**config.mk**
```make
export PLATFORM = sky130hd
export DESIGN_NAME = exponential_led_fader_core
export DESIGN_NICKNAME = d
export VERILOG_FILES = /design/src/rtl/core/elf_pkg.sv /design/src/rtl/core/elf_front.sv /design/src/rtl/core/elf_queue.sv /design/src/rtl/core/elf_back.sv /design/src/rtl/core/exponential_led_fader_core.sv
export SDC_FILE = /design/constraint.sdc
export NUM_CORES = 2
export LEC_CHECK = 0
export BUFFER_PORTS_ARGS = -buffer_cell sky130_fd_sc_hd__buf_2
export CAP_MARGIN = 10
export CORE_ASPECT_RATIO = 0.7
export CORE_MARGIN = 4
export CORE_UTILIZATION = 45
export DETAILED_ROUTE_END_ITERATION = 10
export GPL_TIMING_DRIVEN = 1
export PLACE_DENSITY = 0.63
export SLEW_MARGIN = 15
export SYNTH_ARGS = -nofsm -noshare
export SYNTH_HDL_FRONTEND = slang
export SYNTH_SLANG_ARGS = --single-unit
```
**constraint.sdc**
```tcl
create_clock -name clk -period 14 [get_ports clk]
set_input_delay 2.1 -clock clk [delete_from_list [all_inputs] [get_ports clk]]
set_output_delay 2.1 -clock clk [all_outputs]
set_load 0.01 [all_outputs]
```
**src/rtl/core/elf_pkg.sv**
```systemverilog
// elf_pkg: shared types and constants of the exponential led fader core
// word layouts for input, result, queued operation and configuration
// no dependencies
package elf_pkg;

	// fixed field widths
	localparam int CMD_W        = 3;
	localparam int TIME_W       = 32;
	localparam int VALUE_W      = 9;
	localparam int LEVEL_INT_W  = 8;
	localparam int FINE_W       = 24;
	localparam int GAIN_W       = 17;
	localparam int GAIN_FRAC    = 16;
	localparam int DELAY_W      = 16;
	localparam int CFG_INDEX_W  = 2;
	localparam int CFG_DATA_W   = 17;

	// rescale divider: dividend is target times new max
	localparam int DIV_W        = LEVEL_INT_W + VALUE_W;
	localparam int DIV_CNT_W    = $clog2(DIV_W);

	// command codes on the input word
	localparam logic [CMD_W-1:0] CMD_TICK       = 3'd0;
	localparam logic [CMD_W-1:0] CMD_ON         = 3'd1;
	localparam logic [CMD_W-1:0] CMD_OFF        = 3'd2;
	localparam logic [CMD_W-1:0] CMD_TOGGLE     = 3'd3;
	localparam logic [CMD_W-1:0] CMD_SET_TARGET = 3'd4;
	localparam logic [CMD_W-1:0] CMD_SET_MAX    = 3'd5;
	localparam logic [CMD_W-1:0] CMD_CLEAR      = 3'd6;

	// configuration register indexes
	localparam logic [CFG_INDEX_W-1:0] REG_GAIN_K     = 2'd0;
	localparam logic [CFG_INDEX_W-1:0] REG_STEP_DELAY = 2'd1;

	localparam logic [GAIN_W-1:0]  GAIN_K_RESET     = 17'd3277;
	localparam logic [DELAY_W-1:0] STEP_DELAY_RESET = 16'd20;

	typedef enum logic [3:0] {
		OP_TICK,
		OP_ON,
		OP_OFF,
		OP_TOGGLE,
		OP_SET_TARGET,
		OP_SET_MAX,
		OP_CLEAR,
		OP_NONE,
		OP_REJECT
	} op_t;

	typedef enum logic [2:0] {
		ST_IDLE,
		ST_EXEC,
		ST_MUL,
		ST_STEP,
		ST_SETTLE,
		ST_DIV,
		ST_FINISH,
		ST_OUT
	} back_state_t;

	typedef struct packed {
		logic [CMD_W-1:0]   command;
		logic [TIME_W-1:0]  now_ms;
		logic [VALUE_W-1:0] value;
	} item_t;

	typedef struct packed {
		logic [LEVEL_INT_W-1:0] pwm_level;
		logic [FINE_W-1:0]      current_fine;
		logic [LEVEL_INT_W-1:0] target_out;
		logic                   lamp_on_out;
		logic                   changes_out;
		logic                   rejected;
	} result_t;

	typedef struct packed {
		op_t                op;
		logic [TIME_W-1:0]  now_ms;
		logic [VALUE_W-1:0] value;
	} op_word_t;

	typedef struct packed {
		logic [GAIN_W-1:0]  gain_k;
		logic [DELAY_W-1:0] step_delay_ms;
	} cfg_t;

endpackage

```
**src/rtl/core/elf_front.sv**
```systemverilog
// elf_front: input stage, takes words from the push side and classifies them
// into operations for the back end; depends on elf_pkg
module elf_front (
	input  logic              clk,
	input  logic              arst_n,
	input  logic              push,
	output logic              full,
	input  elf_pkg::item_t    item,
	output logic              op_valid,
	input  logic              op_ready,
	output elf_pkg::op_word_t op_word
);
	import elf_pkg::*;

	logic     valid_q;
	op_word_t word_q;
	op_word_t word_d;
	logic     accept;

	always_comb begin
		word_d.now_ms = item.now_ms;
		word_d.value  = item.value;
		case (item.command)
			CMD_TICK:       word_d.op = OP_TICK;
			CMD_ON:         word_d.op = OP_ON;
			CMD_OFF:        word_d.op = OP_OFF;
			CMD_TOGGLE:     word_d.op = OP_TOGGLE;
			// a value above 255 can never pass the max check
			CMD_SET_TARGET: word_d.op = item.value[VALUE_W-1] ? OP_REJECT : OP_SET_TARGET;
			CMD_SET_MAX:    word_d.op = item.value[VALUE_W-1] ? OP_REJECT : OP_SET_MAX;
			CMD_CLEAR:      word_d.op = OP_CLEAR;
			default:        word_d.op = OP_NONE;
		endcase
	end

	assign full     = valid_q && !op_ready;
	assign accept   = push && !full;
	assign op_valid = valid_q;
	assign op_word  = word_q;

	always_ff @(posedge clk or negedge arst_n) begin
		if (!arst_n) begin
			valid_q <= 1'b0;
		end else if (accept) begin
			valid_q <= 1'b1;
		end else if (op_ready) begin
			valid_q <= 1'b0;
		end
	end

	always_ff @(posedge clk) begin
		if (accept) begin
			word_q <= word_d;
		end
	end

endmodule

```
**src/rtl/core/elf_queue.sv**
```systemverilog
// elf_queue: small operation queue between front and back end
// depth is two to the power AW; depends on elf_pkg
module elf_queue #(
	parameter int AW = 2
) (
	input  logic              clk,
	input  logic              arst_n,
	input  logic              wr_valid,
	output logic              wr_ready,
	input  elf_pkg::op_word_t wr_word,
	output logic              rd_valid,
	input  logic              rd_pop,
	output elf_pkg::op_word_t rd_word
);
	import elf_pkg::*;

	localparam int DEPTH = 1 << AW;

	op_word_t      mem [DEPTH];
	logic [AW-1:0] wr_ptr_q;
	logic [AW-1:0] rd_ptr_q;
	logic [AW:0]   count_q;
	logic          do_wr;
	logic          do_rd;

	assign wr_ready = count_q != (AW+1)'(DEPTH);
	assign rd_valid = count_q != '0;
	assign do_wr    = wr_valid && wr_ready;
	assign do_rd    = rd_pop && rd_valid;
	assign rd_word  = mem[rd_ptr_q];

	always_ff @(posedge clk or negedge arst_n) begin
		if (!arst_n) begin
			wr_ptr_q <= '0;
			rd_ptr_q <= '0;
			count_q  <= '0;
		end else begin
			if (do_wr) begin
				wr_ptr_q <= wr_ptr_q + 1'b1;
			end
			if (do_rd) begin
				rd_ptr_q <= rd_ptr_q + 1'b1;
			end
			case ({do_wr, do_rd})
				2'b10:   count_q <= count_q + 1'b1;
				2'b01:   count_q <= count_q - 1'b1;
				default: count_q <= count_q;
			endcase
		end
	end

	always_ff @(posedge clk) begin
		if (do_wr) begin
			mem[wr_ptr_q] <= wr_word;
		end
	end

endmodule

```
**src/rtl/core/elf_back.sv**
```systemverilog
// elf_back: executes queued operations on the fader state, with the step
// multiplier, the settle timer, the rescale divider and the result register; depends on elf_pkg
module elf_back #(
	parameter int FRAC_BITS         = 16,
	parameter int MAX_LEVEL_DEFAULT = 255
) (
	input  logic              clk,
	input  logic              arst_n,
	input  logic              op_valid,
	output logic              op_pop,
	input  elf_pkg::op_word_t op_word,
	input  elf_pkg::cfg_t     cfg,
	output logic              empty,
	input  logic              pop,
	output elf_pkg::result_t  result
);
	import elf_pkg::*;

	localparam int LW     = LEVEL_INT_W + FRAC_BITS;
	localparam int PW     = LW + GAIN_W;
	localparam int STEP_W = PW + 1 - GAIN_FRAC;
	localparam logic [LW-1:0]   LEVEL_MAX  = '1;
	localparam logic [LW+9:0]   MIN_DIST   = (LW+10)'(1) << FRAC_BITS;
	localparam logic [LW+9:0]   DIST_SCALE = (LW+10)'(1000);
	localparam logic [PW:0]     ROUND_HALF = (PW+1)'(1) << (GAIN_FRAC - 1);

	back_state_t state_q, state_d;

	// fader state
	logic [LW-1:0]          cur_q;
	logic [LEVEL_INT_W-1:0] prev_int_q;
	logic [LEVEL_INT_W-1:0] target_q;
	logic [LEVEL_INT_W-1:0] max_q;
	logic                   lamp_q;
	logic                   armed_q;
	logic [TIME_W-1:0]      since_q;
	logic [TIME_W-1:0]      last_q;
	logic                   changes_q;
	logic                   rej_q;
	logic                   out_valid_q;
	logic [DIV_CNT_W-1:0]   cnt_q;

	// working registers
	op_word_t               op_q;
	logic [LW-1:0]          mag_q;
	logic                   up_q;
	logic [PW-1:0]          prod_q;
	logic [DIV_W-1:0]       quo_q;
	logic [LEVEL_INT_W-1:0] rem_q;
	result_t                result_q;

	logic [LW-1:0]          tgt_fix;
	logic [LW-1:0]          mag;
	logic [LW+9:0]          mag_scaled;
	logic                   far;
	logic [TIME_W-1:0]      delay_ext;
	logic                   step_due;
	logic                   settle_due;
	logic [PW:0]            round_sum;
	logic [STEP_W-1:0]      step;
	logic [LW+2:0]          up_sum;
	logic [LW-1:0]          next_level;
	logic [LEVEL_INT_W-1:0] cur_int;
	logic [LW-1:0]          floor_lvl;
	logic [LW-1:0]          floor_up;
	logic [LW-1:0]          settle_level;
	logic [LEVEL_INT_W:0]   rem_try;
	logic                   rem_ge;
	logic [LW+FINE_W-1:0]   fine_ext;
	logic                   out_free;

	always_comb begin
		tgt_fix    = {target_q, {FRAC_BITS{1'b0}}};
		mag        = (tgt_fix > cur_q) ? tgt_fix - cur_q : cur_q - tgt_fix;
		mag_scaled = {10'b0, mag} * DIST_SCALE;
		far        = mag_scaled > MIN_DIST;
		delay_ext  = {{(TIME_W-DELAY_W){1'b0}}, cfg.step_delay_ms};
		step_due   = (op_q.now_ms - last_q) > delay_ext;
		settle_due = (op_q.now_ms - since_q) > delay_ext;

		// gain product rounded half up at the gain's lsb
		round_sum  = {1'b0, prod_q} + ROUND_HALF;
		step       = round_sum[PW:GAIN_FRAC];
		up_sum     = {3'b0, cur_q} + {1'b0, step};
		if (up_q) begin
			next_level = (up_sum[LW+2:LW] != 3'b0) ? LEVEL_MAX : up_sum[LW-1:0];
		end else begin
			next_level = (step > {2'b0, cur_q}) ? '0 : cur_q - step[LW-1:0];
		end

		cur_int   = cur_q[LW-1:FRAC_BITS];
		floor_lvl = {cur_int, {FRAC_BITS{1'b0}}};
		floor_up  = (cur_int == '1) ? LEVEL_MAX :
			{cur_int + 1'b1, {FRAC_BITS{1'b0}}};
		if (armed_q && settle_due) begin
			settle_level = (cur_q > tgt_fix) ? floor_lvl : floor_up;
		end else begin
			settle_level = cur_q;
		end

		rem_try  = {rem_q, quo_q[DIV_W-1]};
		rem_ge   = rem_try >= {1'b0, max_q};
		fine_ext = {{FINE_W{1'b0}}, cur_q};
		out_free = !out_valid_q || pop;
	end

	always_ff @(posedge clk or negedge arst_n) begin
		if (!arst_n) begin
			state_q <= ST_IDLE;
		end else begin
			state_q <= state_d;
		end
	end

	always_comb begin
		state_d = state_q;
		op_pop  = 1'b0;
		case (state_q)
			ST_IDLE: begin
				if (op_valid) begin
					op_pop  = 1'b1;
					state_d = ST_EXEC;
				end
			end
			ST_EXEC: begin
				case (op_q.op)
					OP_TICK:    state_d = (far && step_due) ? ST_MUL : ST_OUT;
					OP_SET_MAX: state_d = (max_q == '0) ? ST_OUT : ST_DIV;
					default:    state_d = ST_OUT;
				endcase
			end
			ST_MUL:    state_d = ST_STEP;
			ST_STEP:   state_d = ST_SETTLE;
			ST_SETTLE: state_d = ST_OUT;
			ST_DIV:    state_d = (cnt_q == '0) ? ST_FINISH : ST_DIV;
			ST_FINISH: state_d = ST_OUT;
			ST_OUT: begin
				if (out_free) begin
					state_d = ST_IDLE;
				end
			end
			default:   state_d = ST_IDLE;
		endcase
	end

	always_ff @(posedge clk or negedge arst_n) begin
		if (!arst_n) begin
			cur_q       <= '0;
			prev_int_q  <= '0;
			target_q    <= '0;
			max_q       <= LEVEL_INT_W'(MAX_LEVEL_DEFAULT);
			lamp_q      <= 1'b0;
			armed_q     <= 1'b0;
			since_q     <= '0;
			last_q      <= '0;
			changes_q   <= 1'b0;
			rej_q       <= 1'b0;
			out_valid_q <= 1'b0;
			cnt_q       <= '0;
		end else begin
			if (state_q == ST_OUT && out_free) begin
				out_valid_q <= 1'b1;
			end else if (pop) begin
				out_valid_q <= 1'b0;
			end
			case (state_q)
				ST_EXEC: begin
					// a set max refusal after rescaling is decided in the finish step
					rej_q <= (op_q.op == OP_REJECT) ||
						((op_q.op == OP_SET_TARGET) && (op_q.value > {1'b0, max_q}));
					case (op_q.op)
						OP_TICK: begin
							if (far && step_due) begin
								last_q <= op_q.now_ms;
							end
						end
						OP_ON: begin
							changes_q <= 1'b1;
							lamp_q    <= 1'b1;
							target_q  <= max_q;
						end
						OP_OFF: begin
							changes_q <= 1'b1;
							lamp_q    <= 1'b0;
							target_q  <= '0;
						end
						OP_TOGGLE: begin
							changes_q <= 1'b1;
							lamp_q    <= !lamp_q;
							target_q  <= lamp_q ? '0 : max_q;
						end
						OP_SET_TARGET: begin
							if (op_q.value <= {1'b0, max_q}) begin
								target_q <= op_q.value[LEVEL_INT_W-1:0];
							end
						end
						OP_SET_MAX: begin
							// old max of zero drops the target to zero
							if (max_q == '0) begin
								max_q    <= op_q.value[LEVEL_INT_W-1:0];
								target_q <= '0;
							end
							cnt_q <= DIV_CNT_W'(DIV_W - 1);
						end
						OP_CLEAR:  changes_q <= 1'b0;
						default: ;
					endcase
				end
				ST_STEP: cur_q <= next_level;
				ST_SETTLE: begin
					cur_q      <= settle_level;
					prev_int_q <= settle_level[LW-1:FRAC_BITS];
					changes_q  <= 1'b1;
					if (armed_q) begin
						if (settle_due) begin
							armed_q <= 1'b0;
						end
					end else if (cur_int == prev_int_q) begin
						armed_q <= 1'b1;
						since_q <= op_q.now_ms;
					end
				end
				ST_DIV: cnt_q <= cnt_q - 1'b1;
				ST_FINISH: begin
					max_q <= op_q.value[LEVEL_INT_W-1:0];
					if (quo_q <= {{(DIV_W-VALUE_W){1'b0}}, op_q.value}) begin
						target_q <= quo_q[LEVEL_INT_W-1:0];
					end else begin
						rej_q <= 1'b1;
					end
				end
				default: ;
			endcase
		end
	end

	always_ff @(posedge clk) begin
		if (op_pop) begin
			op_q <= op_word;
		end
		case (state_q)
			ST_EXEC: begin
				mag_q <= mag;
				up_q  <= tgt_fix >= cur_q;
				quo_q <= DIV_W'({{VALUE_W{1'b0}}, target_q} * {{LEVEL_INT_W{1'b0}}, op_q.value});
				rem_q <= '0;
			end
			ST_MUL: prod_q <= {{GAIN_W{1'b0}}, mag_q} * {{LW{1'b0}}, cfg.gain_k};
			ST_DIV: begin
				// restoring divider, one quotient bit per cycle
				quo_q <= {quo_q[DIV_W-2:0], rem_ge};
				rem_q <= rem_ge ? LEVEL_INT_W'(rem_try - {1'b0, max_q}) :
					rem_try[LEVEL_INT_W-1:0];
			end
			ST_OUT: begin
				if (out_free) begin
					result_q.pwm_level    <= cur_int;
					result_q.current_fine <= fine_ext[FINE_W-1:0];
					result_q.target_out   <= target_q;
					result_q.lamp_on_out  <= lamp_q;
					result_q.changes_out  <= changes_q;
					result_q.rejected     <= rej_q;
				end
			end
			default: ;
		endcase
	end

	assign empty  = !out_valid_q;
	assign result = result_q;

endmodule

```
**src/rtl/core/exponential_led_fader_core.sv**
```systemverilog
// exponential_led_fader_core: top level of the led fader, front stage, operation
// queue, back end and configuration registers; depends on elf_pkg and the elf modules
//
// Every input word yields exactly one result word, in order. Words are pushed
// into a front register and a queue of 2**QUEUE_AW operations, so the push side
// keeps accepting, until the queue fills, while the back end works or a result
// waits to be popped. The back end runs one operation at a time: on, off,
// toggle, set target, clear and ticks that take no step go from the execute
// state to the output state; a tick that takes a fade step runs the distance
// test, gain multiply, saturating add and settle update in turn; set max runs
// the restoring divider that rescales the target one quotient bit per cycle
// (not when the old max is zero).
// Configuration writes are always ready and are meant for an idle block.
module exponential_led_fader_core #(
	parameter int FRAC_BITS         = 16,
	parameter int MAX_LEVEL_DEFAULT = 255,
	parameter int QUEUE_AW          = 2
) (
	input  logic                             clk,
	input  logic                             arst_n,
	input  logic                             push,
	output logic                             full,
	input  elf_pkg::item_t                   item,
	output logic                             empty,
	input  logic                             pop,
	output elf_pkg::result_t                 result,
	input  logic                             cfg_valid,
	output logic                             cfg_ready,
	input  logic [elf_pkg::CFG_INDEX_W-1:0]  cfg_index,
	input  logic [elf_pkg::CFG_DATA_W-1:0]   cfg_data
);
	import elf_pkg::*;

	cfg_t     cfg_q;
	logic     f_valid;
	logic     f_ready;
	op_word_t f_word;
	logic     q_valid;
	logic     q_pop;
	op_word_t q_word;

	assign cfg_ready = 1'b1;

	always_ff @(posedge clk or negedge arst_n) begin
		if (!arst_n) begin
			cfg_q.gain_k        <= GAIN_K_RESET;
			cfg_q.step_delay_ms <= STEP_DELAY_RESET;
		end else if (cfg_valid && cfg_ready) begin
			case (cfg_index)
				REG_GAIN_K:     cfg_q.gain_k        <= cfg_data[GAIN_W-1:0];
				REG_STEP_DELAY: cfg_q.step_delay_ms <= cfg_data[DELAY_W-1:0];
				default: ;
			endcase
		end
	end

	elf_front u_front (
		.clk      (clk),
		.arst_n   (arst_n),
		.push     (push),
		.full     (full),
		.item     (item),
		.op_valid (f_valid),
		.op_ready (f_ready),
		.op_word  (f_word)
	);

	elf_queue #(
		.AW (QUEUE_AW)
	) u_queue (
		.clk      (clk),
		.arst_n   (arst_n),
		.wr_valid (f_valid),
		.wr_ready (f_ready),
		.wr_word  (f_word),
		.rd_valid (q_valid),
		.rd_pop   (q_pop),
		.rd_word  (q_word)
	);

	elf_back #(
		.FRAC_BITS         (FRAC_BITS),
		.MAX_LEVEL_DEFAULT (MAX_LEVEL_DEFAULT)
	) u_back (
		.clk      (clk),
		.arst_n   (arst_n),
		.op_valid (q_valid),
		.op_pop   (q_pop),
		.op_word  (q_word),
		.cfg      (cfg_q),
		.empty    (empty),
		.pop      (pop),
		.result   (result)
	);

endmodule
```
Word-level counts from Yosys, hierarchy flattened
Memories as Yosys holds them, arrays and structs flattened. A register that Yosys moved wholly into a read port is not among the register bits.
Index checks and enable logic that the tools add are counted.
Storage, ports and cells
  register bits: 345
  RAM bits: 180
  memories: 1
  output and inout port bits: 46
  word-level logic and storage cells: 195
  bits of input ports: 68
Cells by class
  $lt $le $gt $ge: 11
  equal/unequal tests: 37
  muxes and demuxes: 49
  multipliers: 3
  add/sub/neg operators: 14
  bitwise gates (word level): 1
  reductions and logical operators: 45
Memory list
  u_queue.mem: depth 4, width 45, rd ports 1, clocked after memory_dff 1, wr ports 1, RTL line elf_queue.sv:19  | op_word_t mem [DEPTH];
Operators by type and width (number)
  $mux W24: 7
  $sub A24 B24 Y24: 3
  $gt A32 B16 Y1: 2
  $sub A32 B32 Y32: 2
  $mux W8: 7
  $gt A24 B24 Y1: 2
  $pmux W24 S2: 1
  $pmux W8 S2: 3
  $add A41 B16 Y42 const B: 1
  $mul A24 B17 Y41: 1
  $pmux W8 S5: 1
  $gt A34 B17 Y1 const B: 1
  $pmux W17 S2: 1
  $mul A24 B7 Y31 const B: 1
  $pmux W4 S7: 1
  $add A24 B26 Y27: 1
  $gt A26 B24 Y1: 1
  $ge A24 B24 Y1: 1
  $eq A3 B3 Y1 const B: 7
  $pmux W3 S7: 1
  $reduce_and A2 Y1: 9
  $le A17 B9 Y1: 1
  $mul A8 B9 Y17: 1
  $reduce_bool A2 Y1: 7
  other kinds (47): 97

Depth between registers and ports, before layout
  depth in word-level cells: 8
  mapped depth: 36
  mapped depth without buffers: 31

Modules after synthesis
Synthesis repeated with hierarchy kept, for this count alone.
Unflattened totals
  cells, all modules: 4782
  area total of the unflattened synthesis: 49352.3 µm²
By module, submodules not included
  elf_back: sequential area each 7822.5 µm², instances 1, cells an instance 4383, area an instance 39735.6 µm²
  elf_queue: sequential area each 5580.4 µm², instances 1, cells an instance 272, area an instance 6910.4 µm²
  elf_front: sequential area each 1376.3 µm², instances 1, cells an instance 55, area an instance 1431.4 µm²
  exponential_led_fader_core: sequential area each 837.1 µm², instances 1, cells an instance 72, area an instance 1275.0 µm²

Worst setup path after synthesis
Ideal clock, no wire load.
  path kind: reg2reg
  from: register u_back.target_q[6]
  to: register u_back.last_q[10]
  required time: 13.875 ns
  buffers on the path: 7
  cell stages (with the launch flop): 35
  period minus slack after synthesis: 7.987 ns
  data arrival time: 7.862 ns
  setup time: 0.125 ns
  path slack: 6.013 ns
  cells stage by stage: dfrtp_1 -> clkbuf_1 -> inv_1 -> ha_1 -> clkbuf_1 -> nand4_1 -> o21ai_0 -> and2_1 -> clkbuf_1 -> clkbuf_1 -> o31ai_1 -> xnor2_1 -> fa_1 -> inv_1 -> fa_1 -> inv_1 -> fa_1 -> inv_1 -> fa_1 -> inv_1 -> ha_1 -> clkbuf_1 -> nand2_1 -> a2111oi_0 -> o211ai_1 -> a211oi_1 -> o311ai_0 -> a31oi_1 -> nand4_1 -> nor4_2 -> a211oi_2 -> and2_1 -> buf_6 -> buf_12 -> mux2_4
Between the ends
  longest elaborated chain between the ends: 6
  elaborated cells on any way between the ends: 8
  classes of those cells: 2 x add/sub; 1 x mul; 2 x order compare; 1 x mux; 2 x reduce/logical
RTL lines
  start, declared: RTL line elf_back.sv:32  | logic [LEVEL_INT_W-1:0] target_q;
  start signal, assigned: RTL line elf_back.sv:180  | target_q <= max_q;
  start signal, assigned: RTL line elf_back.sv:190  | target_q <= lamp_q ? '0 : max_q;
  start signal, assigned: RTL line elf_back.sv:194  | target_q <= op_q.value[LEVEL_INT_W-1:0];
  $gt A24 B24 Y1: RTL line elf_back.sv:74  | mag = (tgt_fix > cur_q) ? tgt_fix - cur_q : cur_q - tgt_fix;
  $mux W24: RTL line elf_back.sv:74
  named net u_back.mag[13]: RTL line elf_back.sv:53  | logic [LW-1:0] mag;
  $mul A24 B7 Y31: RTL line elf_back.sv:75  | mag_scaled = {10'b0, mag} * DIST_SCALE;
  $gt A34 B17 Y1: RTL line elf_back.sv:76  | far = mag_scaled > MIN_DIST;
  $logic_and A1 B1 Y1: RTL line elf_back.sv:173  | if (far && step_due) begin
  $reduce_and A3 Y1 (no source line)
  end signal, assigned: RTL line elf_back.sv:174  | last_q <= op_q.now_ms;
  end, declared: RTL line elf_back.sv:37  | logic [TIME_W-1:0] last_q;
The timed path passes the listed nets, and every way through them passes these cells.
A chain may end at the register's enable or synchronous reset.

Final worst setup path
  from: register u_back.target_q[1]
  to: register u_back.last_q[0]
Same word-level chain as after synthesis.

==> results.toml <==
[worst_setup_path]
critical_path_class = "reg -> reg"
crit_family = "compound AO/OA/AOI/OAI gates"
crit_arrival_ns = 10.17
reg2reg_from = "u_back.target_q[1]$_DFFE_PN0P_"
path_buf_inv = 4
slowest_delay_ns = 0.74
crit_path_top_delay_cell = "xnor2_1"
reg2reg_depth = 30
startpoint_type = "register"
cp_max_fo = 32
path_depth = 30
crit_start = "u_back.target_q[1]$_DFFE_PN0P_"
cp-end-kind = "register"
crit_required_ns = 14.51
cpMostUsedCell = "a21oi_1"

[floorplanning]
die-area_um2 = 115000
core_um2 = 109000
start_util_pct = 45.5
die_w_um = 404
die_h_um = 285
num_rows = 101
ios = 114

[worst_hold_path]
hp-start = "u_front.op_word[19]$_DFFE_PP_"
min_path_cells = 0
hp-class = "reg -> reg"

[synth]
synth_edf_count = 381
synth_area_leader_cell = "edfxtp_1"
synthMuxAreaShare_pct = 5.52
yosysWarnings = 0
netlist_area_um2 = 49400
yosysSeqAreaShare_pct = 31.6
synth_top_area_share_pct = 23.2
synth-xor-area-share_pct = 3.08
synth_top_family_by_area = "adder cells"
synthDistinctLibCells = 93
synthTopCellsByArea = "edfxtp_1 23%, fa_1 18%, ha_1 11%"
synth.ff_latch_count = 547
synth_compound_area_share_pct = 11.0
ys_dominant_reg_cell = "edfxtp_1"
synth_simple_gate_area_share_pct = 11.8
async_reset_ff_share_pct = 30.3
syn_avg_cell_area_um2 = 10.2
netlist_instances = 4822
syn-num-nets = 5783
synthAdderAreaFrac_pct = 29.5

[layout]
drive_gt1_share_pct = 9.75
fin_nets = 5810
fin_area_um2 = 53300
syn_to_final_growth_pct = 7.81
nFillCells = 9992

[flow_run]
cap_viol_max_count = 0

[routing]
drt-pass1-iter-count = 8
drt_iter0_drc = 2915
avgRoutedWirePerCell_um = 20.0
drc = 0
via_count = 35288
finalWirelength_um = 127000
routed_via_density = 5.57
detail-route-antenna-nets = 0

[grt]
grt_use_total_pct = 22.3
grt_overflow = 0
grt_pass1_wl_um = 204000
antenna_found_initial = 3
grt_pass1_vias = 35237
grt_max_degree = 59

[clocking]
cts_hold_buf = 0
cts_tree = "built"
clockBufferDepth = 3
insertion_delay_ns = 0.67
clockRootBuffer = "clkbuf_16"
ctsResizeCount = 0
cts.sinks = 547
cts.reportedPaths.clkPinSlew_ns = 0.07
cts_setup_buffers = 0
htreeDepth = 2
cts-buffers-inserted = 54

[timing]
worstMarginPinSlew_ns = 1.12
max_freq_mhz = 103
finalHoldViolations = 0
maxSlewHeadroom_pct = 24.9
setup-tns-final_ns = 0
final_max_slew_viol_count = 0
fin_crit_sh_pct = 69.0
fin_crit_ns = 9.66
rsz0062_at_grt = "no"
finalSetupViolCount = 0
fin_skew_ns = 0.0671

[run_status]
outcome = "finished clean"

[place]
gp_congestion = 0.936
hpwl_um = 97700
port_buffers = 112
placed_area_um2 = 51400
-- registers in the layout, indices dropped and copies added (netlist names), 24 cells and up --
| register | cells |
|---|---|
| cfg_q | 33 |
| u_back.cur_q | 24 |
| u_back.last_q | 32 |
| u_back.mag_q | 24 |
| u_back.op_q | 45 |
| u_back.prod_q | 26 |
| u_back.result | 35 |
| u_back.since_q | 32 |
| u_front.op_word | 45 |
| u_queue.mem | 180 |
-- worst paths after layout --
path                                                    end  slack, ns
setup / recovery               u_back.last_q[0]$_DFFE_PN0P_       4.34
setup reg to reg               u_back.last_q[0]$_DFFE_PN0P_       4.34
hold reg to reg                u_queue.mem[2][19]$_DFFE_PP_       0.48
max in group asynchronous             cfg_q[32]$_DFFE_PN0P_      10.58
hold / removal                 u_queue.mem[2][19]$_DFFE_PP_       0.48
min in group asynchronous  u_back.prev_int_q[7]$_DFFE_PN0P_       1.45
-- Yosys cell counts (59+ instances only) --
cell type / count
edfxtp_1: 381
nor2_1: 220
fa_1: 453
mux2_2: 72
and2_1: 133
a21o_1: 62
a21oi_1: 242
inv_1: 746
nand2_1: 529
dfrtp_1: 149
ha_1: 440
xnor2_1: 115
o21ai_0: 163
xor2_1: 59
clkbuf_1: 172
-- stage by stage --
step | cells | worst slack (ns) | utilization, % | hold WS [ns]
2_1_floorplan | 4822 | 6.01 | - | 0.420
3_5_place_dp | 6235 | 4.48 | 47.3 | 0.458
6_report | 6337 | 4.34 | 49.0 | 0.476
4_1_cts | 6336 | 4.41 | 49.0 | 0.467
5_1_grt | 6337 | 3.84 | 49.0 | 0.494
3_3_place_gp | 6235 | 4.65 | 47.3 | 0.446
-- per-layer routing --
metal | vias up | share of wire [%] | global-route usage, %
li1 | 16369 | - | -
met1 | 17610 | 50 | 36.0
met2 | 1204 | 40 | 31.2
met3 | 101 | 8.8 | 4.79
met4 | 4 | 1.1 | 2.88
met5 | - | 0.021 | 0
-- layout make-up --
| type | count | area, um^2 | share of cell area [%] |
|---|---|---|---|
| multi-input cells | 3328 | 30200 | 56.7 |
| flip-flops and latches | 547 | 15600 | 29.3 |
| inverters | 751 | 2820 | 5.29 |
| well taps | 1442 | 1800 | 3.39 |
| clock buffers | 67 | 1460 | 2.75 |
| repair buffers | 167 | 982 | 1.84 |
| clock inverters | 34 | 388 | 0.728 |
| diodes | 1 | 2.50 | 0.00470 |
-- cells in the final DEF (no fill, tap or decap), types with 55 or more instances in the layout --
master,synthesis,layout
a21o_1,62,62
a21oi_1,242,241
and2_1,133,128
buf_2,3,111
buf_4,9,55
clkbuf_16,0,55
dfrtp_1,149,147
edfxtp_1,381,381
fa_1,453,453
ha_1,440,440
inv_1,746,746
mux2_2,72,72
nand2_1,529,529
nand3_1,58,58
nor2_1,220,220
o21ai_0,163,163
xnor2_1,115,115
xor2_1,59,59
-- kinds of logic after synthesis --
logic type	after synthesis
adder cells (fa/ha/maj)	894
XOR/XNOR	174
other	1
AND/OR/NAND/NOR	1243
AO/OA/AOI/OAI	824
buffers and inverters	947
flip-flops	547
multiplexers	192
Power is not shown: default switching activity piles up to over one toggle a cycle in this logic, so the estimate is an artifact.
